## src/sv/hsjf_pkg.sv

```systemverilog
// Shared types and constants for the height step and jump filter.
package hsjf_pkg;

   localparam int unsigned RANGE_W = 16;
   localparam int unsigned TIME_W  = 32;
   localparam int unsigned DEV_W   = 32;
   localparam int unsigned DESK_W  = 12;
   localparam int unsigned THR_W   = 12;
   localparam int unsigned JUMP_W  = 10;
   localparam int unsigned PER_W   = 8;
   localparam int unsigned CSR_IDX_W  = 2;
   localparam int unsigned CSR_DATA_W = 12;

   localparam logic [CSR_IDX_W-1:0] CSR_DESK_HEIGHT    = 2'd0;
   localparam logic [CSR_IDX_W-1:0] CSR_STEP_THRESHOLD = 2'd1;
   localparam logic [CSR_IDX_W-1:0] CSR_JUMP_LIMIT     = 2'd2;
   localparam logic [CSR_IDX_W-1:0] CSR_REF_PERIOD     = 2'd3;

   localparam logic [DESK_W-1:0] DESK_HEIGHT_RST    = 12'd750;
   localparam logic [THR_W-1:0]  STEP_THRESHOLD_RST = 12'd600;
   localparam logic [JUMP_W-1:0] JUMP_LIMIT_RST     = 10'd60;
   localparam logic [PER_W-1:0]  REF_PERIOD_RST     = 8'd8;

   typedef struct packed {
      logic [DESK_W-1:0] desk_height_mm;
      logic [THR_W-1:0]  step_threshold_mm;
      logic [JUMP_W-1:0] jump_limit_mm;
      logic [PER_W-1:0]  reference_period;
   } cfg_type;

   typedef struct packed {
      logic [RANGE_W-1:0] height_mm;
      logic               held;
      logic               over_desk;
   } res_type;

endpackage

```

## src/sv/hsjf_csr.sv

```systemverilog
// Configuration registers of the height step and jump filter.
module hsjf_csr (
   input  logic                             clock,
   input  logic                             reset,
   input  logic                             csr_wr_en,
   input  logic [hsjf_pkg::CSR_IDX_W-1:0]   csr_index,
   input  logic [hsjf_pkg::CSR_DATA_W-1:0]  csr_wdata,
   output hsjf_pkg::cfg_type                cfg
);
   import hsjf_pkg::*;

   cfg_type cfg_ff;
   cfg_type cfg_in;

   always_comb begin
      cfg_in = cfg_ff;
      if (csr_wr_en) begin
         case (csr_index)
            CSR_DESK_HEIGHT:    cfg_in.desk_height_mm    = csr_wdata[DESK_W-1:0];
            CSR_STEP_THRESHOLD: cfg_in.step_threshold_mm = csr_wdata[THR_W-1:0];
            CSR_JUMP_LIMIT:     cfg_in.jump_limit_mm     = csr_wdata[JUMP_W-1:0];
            CSR_REF_PERIOD:     cfg_in.reference_period  = csr_wdata[PER_W-1:0];
            default:            cfg_in = cfg_ff;
         endcase
      end
   end

   always_ff @(posedge clock) begin
      if (reset) begin
         cfg_ff.desk_height_mm    <= DESK_HEIGHT_RST;
         cfg_ff.step_threshold_mm <= STEP_THRESHOLD_RST;
         cfg_ff.jump_limit_mm     <= JUMP_LIMIT_RST;
         cfg_ff.reference_period  <= REF_PERIOD_RST;
      end else begin
         cfg_ff <= cfg_in;
      end
   end

   assign cfg = cfg_ff;

endmodule

```

## src/sv/hsjf_datapath.sv

```systemverilog
// Filter state and the per-sample step, saturation and jump decision.
module hsjf_datapath (
   input  logic                           clock,
   input  logic                           reset,
   input  hsjf_pkg::cfg_type              cfg,
   input  logic                           fire,
   input  logic [hsjf_pkg::RANGE_W-1:0]   range_mm,
   output hsjf_pkg::res_type              res
);
   import hsjf_pkg::*;

   logic [RANGE_W-1:0] ref_range_ff, ref_range_in;
   logic               desk_flag_ff, desk_flag_in;
   logic [PER_W-1:0]   count_ff, count_in;
   logic [RANGE_W-1:0] acc_height_ff, acc_height_in;

   logic [RANGE_W:0]   range_x, ref_x, thr_x, desk_x, lim_x;
   logic [RANGE_W:0]   cand_sum, acc_x, cand_x;
   logic [RANGE_W-1:0] cand;
   logic               reject;
   logic [PER_W:0]     count_next;
   logic               ref_load;

   always_comb begin
      range_x = {1'b0, range_mm};
      ref_x   = {1'b0, ref_range_ff};
      thr_x   = (RANGE_W+1)'(cfg.step_threshold_mm);
      desk_x  = (RANGE_W+1)'(cfg.desk_height_mm);
      lim_x   = (RANGE_W+1)'(cfg.jump_limit_mm);

      // Compare in a 17-bit unsigned space so that no signed difference is needed.
      desk_flag_in = desk_flag_ff;
      if (range_x + thr_x < ref_x) begin
         desk_flag_in = 1'b1;
      end else if (range_x > ref_x + thr_x) begin
         desk_flag_in = 1'b0;
      end

      cand_sum = range_x + desk_x;
      if (!desk_flag_in) begin
         cand = range_mm;
      end else if (cand_sum[RANGE_W]) begin
         cand = {RANGE_W{1'b1}};
      end else begin
         cand = cand_sum[RANGE_W-1:0];
      end

      cand_x = {1'b0, cand};
      acc_x  = {1'b0, acc_height_ff};
      reject = (cand_x > acc_x + lim_x) || (acc_x > cand_x + lim_x);

      res.held      = reject;
      res.over_desk = desk_flag_in;
      res.height_mm = reject ? acc_height_ff : cand;
      acc_height_in = reject ? acc_height_ff : cand;

      // A period of zero behaves like one: every sample reloads the reference.
      count_next = {1'b0, count_ff} + (PER_W+1)'(1);
      ref_load   = count_next >= {1'b0, cfg.reference_period};
      count_in   = ref_load ? '0 : count_next[PER_W-1:0];
      ref_range_in = ref_load ? range_mm : ref_range_ff;
   end

   always_ff @(posedge clock) begin
      if (reset) begin
         ref_range_ff  <= '0;
         desk_flag_ff  <= 1'b0;
         count_ff      <= '0;
         acc_height_ff <= '0;
      end else if (fire) begin
         ref_range_ff  <= ref_range_in;
         desk_flag_ff  <= desk_flag_in;
         count_ff      <= count_in;
         acc_height_ff <= acc_height_in;
      end
   end

endmodule

```

## src/sv/height_step_and_jump_filter_top.sv

```systemverilog
// Height step and jump filter: input register, filter step and result register.
// The result register takes the beat from the input register whenever it is empty or its result is taken.
// Throughput: one sample per cycle while results are taken; the filter state updates as each beat fires.
// While a result waits, the input register keeps its beat and a full stage stalls the input.
// Reset (synchronous, active high) empties both stages, clears the filter state
// and loads the register defaults: desk 750, threshold 600, jump 60, period 8.
module height_step_and_jump_filter_top (
   input  logic                              clock,
   input  logic                              reset,
   input  logic                              req_valid,
   output logic                              req_ready,
   input  logic [hsjf_pkg::RANGE_W-1:0]      req_range_mm,
   input  logic [hsjf_pkg::TIME_W-1:0]       req_sample_time,
   input  logic [hsjf_pkg::DEV_W-1:0]        req_deviation_word,
   output logic                              rsp_valid,
   input  logic                              rsp_ready,
   output logic [hsjf_pkg::RANGE_W-1:0]      rsp_height_mm,
   output logic [hsjf_pkg::TIME_W-1:0]       rsp_out_time,
   output logic [hsjf_pkg::DEV_W-1:0]        rsp_out_deviation,
   output logic                              rsp_held,
   output logic                              rsp_over_desk,
   input  logic                              csr_wr_en,
   input  logic [hsjf_pkg::CSR_IDX_W-1:0]    csr_index,
   input  logic [hsjf_pkg::CSR_DATA_W-1:0]   csr_wdata
);
   import hsjf_pkg::*;

   cfg_type cfg;
   res_type res;

   logic               in_vld_ff, in_vld_in;
   logic [RANGE_W-1:0] in_range_ff;
   logic [TIME_W-1:0]  in_time_ff;
   logic [DEV_W-1:0]   in_dev_ff;

   logic               out_vld_ff, out_vld_in;
   res_type            out_res_ff;
   logic [TIME_W-1:0]  out_time_ff;
   logic [DEV_W-1:0]   out_dev_ff;

   logic advance;
   logic req_beat;
   logic fire;

   hsjf_csr u_csr (
      .clock     (clock),
      .reset     (reset),
      .csr_wr_en (csr_wr_en),
      .csr_index (csr_index),
      .csr_wdata (csr_wdata),
      .cfg       (cfg)
   );

   hsjf_datapath u_datapath (
      .clock    (clock),
      .reset    (reset),
      .cfg      (cfg),
      .fire     (fire),
      .range_mm (in_range_ff),
      .res      (res)
   );

   assign advance   = !out_vld_ff || rsp_ready;
   assign req_ready = !in_vld_ff || advance;
   assign req_beat  = req_valid && req_ready;
   assign fire      = in_vld_ff && advance;

   always_comb begin
      if (req_beat) begin
         in_vld_in = 1'b1;
      end else if (advance) begin
         in_vld_in = 1'b0;
      end else begin
         in_vld_in = in_vld_ff;
      end
      out_vld_in = advance ? in_vld_ff : out_vld_ff;
   end

   always_ff @(posedge clock) begin
      if (reset) begin
         in_vld_ff  <= 1'b0;
         out_vld_ff <= 1'b0;
      end else begin
         in_vld_ff  <= in_vld_in;
         out_vld_ff <= out_vld_in;
      end
   end

   always_ff @(posedge clock) begin
      if (req_beat) begin
         in_range_ff <= req_range_mm;
         in_time_ff  <= req_sample_time;
         in_dev_ff   <= req_deviation_word;
      end
      if (fire) begin
         out_res_ff  <= res;
         out_time_ff <= in_time_ff;
         out_dev_ff  <= in_dev_ff;
      end
   end

   assign rsp_valid         = out_vld_ff;
   assign rsp_height_mm     = out_res_ff.height_mm;
   assign rsp_held          = out_res_ff.held;
   assign rsp_over_desk     = out_res_ff.over_desk;
   assign rsp_out_time      = out_time_ff;
   assign rsp_out_deviation = out_dev_ff;

endmodule

```

## config.mk

```make
export PLATFORM = sky130hd
export DESIGN_NAME = height_step_and_jump_filter_top
export DESIGN_NICKNAME = d
export VERILOG_FILES = /design/src/sv/hsjf_pkg.sv /design/src/sv/hsjf_csr.sv /design/src/sv/hsjf_datapath.sv /design/src/sv/height_step_and_jump_filter_top.sv
export SDC_FILE = /design/constraint.sdc
export NUM_CORES = 1
export LEC_CHECK = 0
export BUFFER_PORTS_ARGS = -buffer_cell sky130_fd_sc_hd__buf_2
export CAP_MARGIN = 0
export CORE_UTILIZATION = 35
export CTS_BUF_LIST = sky130_fd_sc_hd__clkbuf_4 sky130_fd_sc_hd__clkbuf_8
export DETAILED_ROUTE_END_ITERATION = 6
export GPL_TIMING_DRIVEN = 0
export PLACE_DENSITY = 0.51
export SLEW_MARGIN = 20
export SYNTH_ARGS = -nofsm -noshare
export SYNTH_HDL_FRONTEND = slang
export SYNTH_HIERARCHICAL = 1
export SYNTH_SLANG_ARGS = --single-unit
```

## constraint.sdc

```tcl
create_clock -name clock -period 14.88 [get_ports clock]
set_input_delay 0.744 -clock clock [delete_from_list [all_inputs] [get_ports clock]]
set_output_delay 0.744 -clock clock [all_outputs]
set_load 0.01 [all_outputs]
```

[After elaboration in Yosys (flattened, before gate mapping)]
Cells that the tools add are included.
Word-level totals
  word-level logic and storage cells: 54
  output and inout bits: 84
  bits of input ports: 99
  flip-flop bits (word level): 247
Cells by class
  magnitude comparators: 5
  mux-type cells: 8
  equal/unequal tests: 3
  add/subtract/negate cells: 6
  reduce and logical (&&, ||, !) cells: 14
Operators by type and width (number)
  $add A16 B12 Y17: 3
  $gt A16 B17 Y1: 3
  $mux W16: 3
  $add A16 B10 Y17: 2
  $lt A17 B16 Y1: 1
  $reduce_and A2 Y1: 5
  $add A8 B1 Y9 const B: 1
  $ge A9 B8 Y1: 1
  $mux W8: 1
  $eq A2 B2 Y1 const B: 2
  $mux W1: 4
  $logic_or A1 B1 Y1: 3
  $eq A2 B1 Y1 const B: 1
  $logic_and A1 B1 Y1: 2
  $logic_not A1 Y1: 2
  $logic_not A2 Y1: 1
  $reduce_bool A2 Y1: 1

[Longest topological paths before layout]
Gate-level depths: netlist of the first run.
  depth after elaboration: 9
  gate-level depth with buffers: 46
  gate-level depth less buffers: 43

[By module]
Netlist of the first run, hierarchy kept.
By module, submodules not included
  hsjf_datapath: seq. area each 820.8 sq um, cells an instance 848, times used 1, area an instance 6547.5 sq um
  height_step_and_jump_filter_top: seq. area each 4904.7 sq um, cells an instance 172, times used 1, area an instance 4968.5 sq um
  hsjf_csr: seq. area each 840.8 sq um, cells an instance 162, times used 1, area an instance 1700.4 sq um

[Worst setup path after synthesis of the first run]
No wires, ideal clock.
  path type: register to register
  start point: register in_range_ff[0]
  end point: register out_res_ff (netlist bit rsp_height_mm[2]) (data pin)
  cell stages (with the launch flop): 44
  period minus slack after synthesis: 8.484 ns
  arrival time: 8.224 ns
  setup slack: 6.396 ns
  path buffers: 3
  data required time: 14.620 ns
  path through: edfxtp_1 -> ha_1 -> fa_1 -> a211oi_2 -> o21bai_1 -> or4_1 -> nand2_1 -> o21ai_0 -> a21o_1 -> a21o_1 -> nand3_1 -> xnor2_1 -> ha_1 -> nand3_1 -> nor4_1 -> a22oi_1 -> nand3_1 -> and2_1 -> [8 not listed] -> o2111ai_1 -> a31oi_1 -> a311oi_1 -> inv_1 -> o211ai_1 -> mux2_4 -> nor2_1 -> nand2_1 -> xor2_1 -> ha_1 -> a2111oi_0 -> o211ai_1 -> o21ai_0 -> a21oi_1 -> o41ai_4 -> nand2_4 -> buf_6 -> mux2_4
RTL lines
  from (decl): line height_step_and_jump_filter_top.sv:32  | logic [RANGE_W-1:0] in_range_ff;
  from (signal assigned): line height_step_and_jump_filter_top.sv:91  | in_range_ff <= req_range_mm;
  to (signal assigned): line height_step_and_jump_filter_top.sv:96  | out_res_ff <= res;
  to (decl): line height_step_and_jump_filter_top.sv:37  | res_type out_res_ff;

==> impl_results.md, run 1 <==
- Hold Crit Class: in -> reg
- Die width: 196.3 microns
- Max-cap violations: 0
- FMAX: 96.62 MHz
- Launch point of the worst reg-to-reg path: in_range_ff[0]$_DFFE_PP_
- DRC viols: 0
- Wire length on met1: about 16000 microns
- Minimum clock period: 10350 ps
- CP endpoint kind: register
- Count of input and output buffers: between 150 and 200
- Vias: between 9000 and 10000
- DRT Pass-1 Iters: 5
- Layout Skew: roughly 47 ps
- Nets: 1645
- First-pass GRT wire length: 52760 microns
- Endpoints failing setup: 0
- Crit share post-route: between 60% and 70%
- Register Area: around 6600 sq um
- Number of global-route vias before repair: 9337
- Leakage: 6.423 nW
- Die Height: ~200 microns
- Worst path slowest cell: a2111oi_0
- Worst slew pin tran: 755.8 ps
- Post-DP HPWL: 27160 microns
- Final hold vios: 0
- Critical path data arrival time: 10710 ps
- Syn Nets: 1414
- Yosys top cell area share: about 37%
- Clock latency on the worst-skew pair: around 600 ps
- Area after DPL: 14810 sq um
- Leading area contributor after synthesis: edfxtp_1
- Area occupied by multi-input gates: 6223 sq um
- IO Pins: 183
- Status: finished clean
- Critical Path RT: 15240 ps
- CTS tree: yes
- Final core occ: about 43%
- Seq/Total Area, Yosys: 49.68%
- Met2 WL: around 17000 microns
- Post-DR vias/cell: 4.975
- Hold Crit Start: req_sample_time[3]
- Design area: ~16000 sq um
- Slew Viols, Final: 0
- Highest metal used: met4
- Flops & latches, synth: 247
- Clock transition at the registers of the reported paths: ~60 ps
- CTS root buf: clkbuf_8
- Mean Syn Cell Area: 11.18 sq um
- Mapped cell area: 13220 sq um
- Max IR drop VDD: 67.66 uV
- Largest net degree at the start of global routing: 54
- Hold Slack: just over 300 ps
- Warnings from Yosys: 6
- Crit start category: register
- DRT iter0 DRCs: 401
- Clock tree sinks: 247
- Proportion of layout cells with a drive suffix above 1: 20.61%
- Gr ovfl total: 0
- Antenna-violating nets left: 0
- Met3 routed WL: 1476 microns
- Cells after synthesis: 1182
- Initial antenna violation count: 0
- Worst R2R Path Depth: 44
- Synth async-reset ratio: 0%
- Core region area: approximately 37000 sq um
- Hold Path Sink: in_time_ff[3]$_DFFE_PP_
- Inserted Diodes: 0
- Post-synth EDFFs: 162
- FF-to-FF End: rsp_height_mm[4]$_DFFE_PP_
- Fillers: 3510
- CTS max path bufs: 3
- GRT Overall Usage: around 18%
- Flop2flop setup slack: 4530 ps
- Total power: about 0.0018 W
- Setup CP Type: reg -> reg
- Main flop type after synthesis: edfxtp_1
- Slew HR: between 40% and 50%
- Row count: 70
- Worst hold path stage count: 1
- Setup TNS: 0 ps
- H-tree Lvls: 2
- # Post-CTS Setup Buffers: 0
- Worst-path fanout max: 10
- Post-cts repair resize count: 0
- Worst path max stage delay: about 530 ps
- Cts bufs inserted: between 40 and 50
- Hold-fix buffers at CTS: 0
- Effective utilization at floorplan: 35.84%
- RD Place Congestion: between 0.8 and 0.9
- PD cells: 113.1 nW/um^2
- Area Growth Syn to Fin: 19.24%
- Yosys cell types: 64
- Unrepaired setup endpoints after global routing: no
- DR WL/cell: 18.02 microns
- Die area: 38540 sq um
- Final wirelength: 35130 microns
- Largest cells by area after synthesis: edfxtp_1 37%, dfxtp_1 13%, ha_1 12%
- Crit-path most repeated cell: ha_1
cells in the final DEF (no fill, tap or decap), drive strengths merged, types with 7 or more instances in the layout:
| cell type | instances |
|---|---|
| buf | 196 |
| edfxtp | 162 |
| ha | 128 |
| a21oi | 107 |
| clkbuf | 99 |
| dfxtp | 85 |
| nor2 | 68 |
| o21ai | 67 |
| inv | 61 |
| mux2i | 45 |
| nand2b | 44 |
| nand2 | 43 |
| xnor2 | 37 |
| xor2 | 32 |
| nand4 | 28 |
| a21o | 24 |
| nand3 | 24 |
| o31ai | 17 |
| a31oi | 16 |
| o21a | 13 |
| nand3b | 13 |
| a211oi | 13 |
| mux2 | 13 |
| nor3 | 12 |
| o21bai | 11 |
| or3 | 10 |
| clkinv | 9 |
| nor2b | 8 |
| and2 | 7 |
synth_stat cells, types with 4 or more instances:
cell	instances
edfxtp_1	162
ha_1	128
a21oi_1	106
dfxtp_1	85
nor2_1	68
o21ai_0	63
inv_1	59
mux2i_1	45
nand2b_1	44
nand2_1	42
xnor2_1	37
clkbuf_1	32
xor2_1	32
nand4_1	28
a21o_1	24
nand3_1	23
o31ai_1	17
a31oi_1	16
o21a_1	13
nand3b_1	12
nor3_1	12
a211oi_1	11
o21bai_1	11
or3_1	10
mux2_2	8
nor2b_1	8
and2_1	5
fa_1	5
mux2_4	5
o211ai_1	5
and3_1	4
o21ai_1	4
cells by family after synthesis:
family,count (synthesis),synth area share (%)
AO/OA/AOI/OAI,293,13.67
AND/OR/NAND/NOR,278,11.30
flip-flops,247,49.68
adder cells (fa/ha/maj),133,12.88
buffers and inverters,104,3.238
XOR/XNOR,69,4.573
multiplexers,58,4.658
worst max-delay path, delay by kind of cell (launching register included):
| kind | cells | cell delay (ps) |
|---|---|---|
| adder cells (fa/ha/maj) | 6 | 1980 |
| multiplexers | 2 | 630 |
| flip-flops | 1 | 500 |
| buffers and inverters | 6 | 1040 |
| AO/OA/AOI/OAI | 16 | 3570 |
| AND/OR/NAND/NOR | 12 | 2050 |
| XOR/XNOR | 2 | 290 |
routing by layer:
metal  track usage (%)  up-vias
met5                 0        -
met4             6.771        0
met2             30.42      211
met3             3.112       60
met1             23.12     4571
li1                  -     4860
through the flow:
| step | cells | setup WS [ps] |
|---|---|---|
| 3_5_place_dp | 1870 | 4548 |
| 3_3_place_gp | 1868 | 4632 |
| 5_1_grt | 1950 | 3794 |
| 6_report | 1950 | 4530 |
| 4_1_cts | 1950 | 4516 |
| 2_1_floorplan | 1182 | 6396 |
worst max path at each step:
stage	end	slack, ps	start
final	rsp_height_mm[4]$_DFFE_PP_	4530	in_range_ff[0]$_DFFE_PP_
after global placement	rsp_height_mm[3]$_DFFE_PP_	4630	in_range_ff[0]$_DFFE_PP_
after CTS	rsp_height_mm[4]$_DFFE_PP_	4520	in_range_ff[0]$_DFFE_PP_
after global routing	rsp_height_mm[0]$_DFFE_PP_	3790	in_range_ff[0]$_DFFE_PP_
after floorplan	rsp_height_mm[2]$_DFFE_PP_	6400	in_range_ff[0]$_DFFE_PP_
after detailed placement	rsp_height_mm[4]$_DFFE_PP_	4550	in_range_ff[0]$_DFFE_PP_
power by group:
group,switching [W],total (W),internal [W],leakage [nW]
clock,0.000288,0.000671,0.000384,0.499
combinational,0.000185,0.000317,0.000132,3.68
sequential,0.0000215,0.000793,0.000772,2.24
total,0.000494,0.00178,0.00129,6.42
final cells by class:
type | instances | share of cell area [%]
inverter | 60 | 1.429
multi-input combinational | 831 | 39.49
clock inverter | 13 | 0.8972
buffer | 44 | 1.286
timing repair buffer | 184 | 6.129
tap | 504 | 4.002
clock buffer | 67 | 5.097
sequential | 247 | 41.67
registers in the layout (all words and copies together), names as in the netlist:
| signal | cells |
|---|---|
| in_dev_ff | 32 |
| rsp_out_time | 32 |
| in_vld_ff | 1 |
| u_csr/cfg | 42 |
| rsp_out_deviation | 32 |
| rsp_valid | 1 |
| u_datapath/acc_height_ff | 16 |
| rsp_height_mm | 16 |
| u_datapath/ref_range_ff | 16 |
| in_time_ff | 32 |
| rsp_held | 1 |
| u_datapath/count_ff | 8 |
| rsp_over_desk | 1 |
| u_datapath/desk_flag_ff | 1 |
| in_range_ff | 16 |
No activity file was read; power rests on OpenSTA's default activity.
==> run 2, diff against run 1 <==
- PLACE_DENSITY: 0.51 -> 0.53
- clock period: 14.88 -> 8.4 ns (I/O delays scaled with it)
==> run 2 against run 1 <==
  * Sequential share of layout area decreased by 4.2 points
  * Setup slack got worse by 4500 ps
  * First-iteration DRC count rose by 15%
  * Global-route usage up 1.1 points
  * Via count grew 6.1%
  * Count of clock-buffer cells in the layout rose by 2
  * Sequential power up 78%
  * Die area unchanged
  * Non-clock buffer count grew 124
  * Critical path type unchanged
  * Critical endpoint is now rsp_height_mm[8]$_DFFE_PP_
==> impl_results.md, run 2 (same netlist as run 1, synthesis figures left out) <==
- Die width: 196.3 microns (unchanged)
- Area after DPL: 14800 sq um (about the same)
- Unrepaired setup endpoints after global routing: yes
- Critical Path RT: 8750 ps (-6490 ps)
- PD cells: 188.3 nW/um^2 (+67%)
- Leakage: 7.107 nW (+11%)
- Antenna-violating nets left: 0 (unchanged)
- Crit share post-route: 99.76% (+30 points)
- Number of global-route vias before repair: 10240 (+9.7%)
- Final wirelength: 37140 microns (+5.7%)
- Commonest cells after routing, fill and taps aside: 184 x buf_2, 162 x edfxtp_1, 123 x ha_1, 92 x a21oi_1, 83 x dfxtp_1
- Nets: 1768 (+7.5%)
- Critical path data arrival time: 8730 ps (-1980 ps)
- Max-cap violations: 0 (unchanged)
- Setup CP Type: reg -> reg
- GRT Overall Usage: 19.14% (+1.1 points)
- DRC viols: 0 (unchanged)
- RD Place Congestion: 0.8529 (-1.6%)
- Setup TNS: 0 ps (unchanged)
- Status: finished clean
- IO Pins: 183 (unchanged)
- Clock tree sinks: 247 (unchanged)
- Die area: 38540 sq um (unchanged)
- Worst slew pin tran: 1067 ps (+311.5 ps)
- Max IR drop VDD: 187.3 uV (+180%)
- First-pass GRT wire length: 56650 microns (+7.4%)
- H-tree Lvls: 2 (unchanged)
- Row count: 70 (unchanged)
- Fillers: 3339 (-4.9%)
- DRT iter0 DRCs: 462 (+15%)
- Max FFs per register: 42 (unchanged)
- Final hold vios: 0 (unchanged)
- Count of input and output buffers: 182 (unchanged)
- Largest net degree at the start of global routing: 81 (+50%)
- Final Non-Filler Cells: 2074 (+6.4%)
- Cts bufs inserted: 44 (-2.2%)
- Area Growth Syn to Fin: 32.83%
- Core region area: 36870 sq um (unchanged)
- Inserted Diodes: 0 (unchanged)
- Vias: 10290 (+6.1%)
- CTS max path bufs: 3 (unchanged)
- Worst path max stage delay: 440 ps (-90 ps)
- DR WL/cell: 17.91 microns (-0.60%)
- Layout Skew: 27.60 ps (-19.89 ps)
- DRT Pass-1 Iters: 4 (-1)
- Proportion of layout cells with a drive suffix above 1: 26.88% (+6.3 points)
- Worst-path fanout max: 6 (-4)
- Worst path slowest cell: edfxtp_1
- Gr ovfl total: 0 (unchanged)
- FMAX: 119.3 MHz (+24%)
- Post-placement cell count: 1869 (-0.053%)
- Worst slack, placed: -1690 ps (-6238 ps)
- Final worst setup slack: 20.30 ps (-4510 ps)
- Commonest non-fill, non-tap cell in the layout: buf_2
- Minimum clock period: 8380 ps (-1970 ps)
- Effective utilization at floorplan: 35.84% (unchanged)
- Slew Viols, Final: 0 (unchanged)
- CP endpoint kind: register
- Initial antenna violation count: 0 (unchanged)
- Crit start category: register
- Clock transition at the registers of the reported paths: 70 ps (about the same)
- Design area: 17560 sq um (+11%)
- CTS tree: yes
- Post-DP HPWL: 26860 microns (-1.1%)
- Total power: 0.003305 W (+86%)
- CTS root buf: clkbuf_8
- Hold Crit Class: in -> reg
- Post-DR vias/cell: 4.962 (-0.27%)
- Endpoints failing setup: 0 (unchanged)
- Die Height: 196.3 microns (unchanged)
- Slew HR: 28.85% (-19 points)
- Clock latency on the worst-skew pair: 620 ps (about the same)
[run 2: cell count changes in the layout (fill, tap and decap cells not counted), sizes merged]
cell,before,now
dlygate4sd3,0,80
buf,196,240
clkbuf,99,101
clkinv,9,8
clkinvlp,1,0
[run 2: critical path, delay by kind of cell, from the launching register on]
family	cells	cell delay (ps)
XOR/XNOR	2	310
adder cells (fa/ha/maj)	5	1560
AND/OR/NAND/NOR	11	1980
flip-flops	1	440
multiplexers	2	490
AO/OA/AOI/OAI	15	2680
buffers and inverters	5	640
[run 2: worst paths after layout]
path | from | endpoint | slack [ps] | depth (start not counted)
setup / recovery | in_range_ff[0]$_DFFE_PP_ | rsp_height_mm[8]$_DFFE_PP_ | 20 | 40
hold reg to reg | in_dev_ff[27]$_DFFE_PP_ | rsp_out_deviation[27]$_DFFE_PP_ | 410 | 0
hold / removal | req_valid | in_vld_ff$_SDFFE_PP0P_ | 80 | 3
setup reg to reg | in_range_ff[0]$_DFFE_PP_ | rsp_height_mm[8]$_DFFE_PP_ | 20 | 40
[run 2: area by class of cell]
class                           instances  area, sq um  share of cell area [%]
Clock inverter                         11        115.1                  0.6557
Sequential cell                       247         6571                   37.43
Clock buffer                           69        818.3                   4.661
Tap cell                              504        630.6                   3.592
Buffer                                 43        274.0                   1.561
Inverter                               60        237.7                   1.354
Multi-Input combinational cell        831         6771                   38.57
Timing Repair Buffer                  309         2137                   12.17
[run 2: routing by layer]
metal / up-vias / wire length, microns / GRT usage [%]
met5: - / 0 / 0
met1: 4963 / 16390 / 23.98
met2: 182 / 18520 / 33.28
met4: 0 / 901 / 6.221
li1: 5094 / - / -
met3: 52 / 1334 / 3.283
[run 2: where the power goes]
| group | switching [W] | leakage [nW] | internal [W] |
|---|---|---|---|
| logic | 0.000386 | 4.36 | 0.000323 |
| registers | 0.0000388 | 2.25 | 0.00137 |
| clock network | 0.000507 | 0.505 | 0.000684 |
| total | 0.000931 | 7.11 | 0.00237 |
[run 2: repair_timing]
| item | in CTS | in global routing |
|---|---|---|
| cloned | 2 | 1 |
| resized for setup | 85 | 57 |
| setup buffers | 29 | 14 |
| setup endpoints to repair | 33 | 33 |
| pin swaps | 37 | 34 |
| endpoints found under the hold margin | 80 | 0 |
| hold buffers | 80 | 0 |
[run 2: per-stage QoR]
stage               hold WS, ps  util, %
CTS                       25.83    46.39
global route              55.66    47.61
floorplan                 400.3        -
finish                    77.62    47.61
global placement          400.1    40.06
detailed placement        404.5    40.14
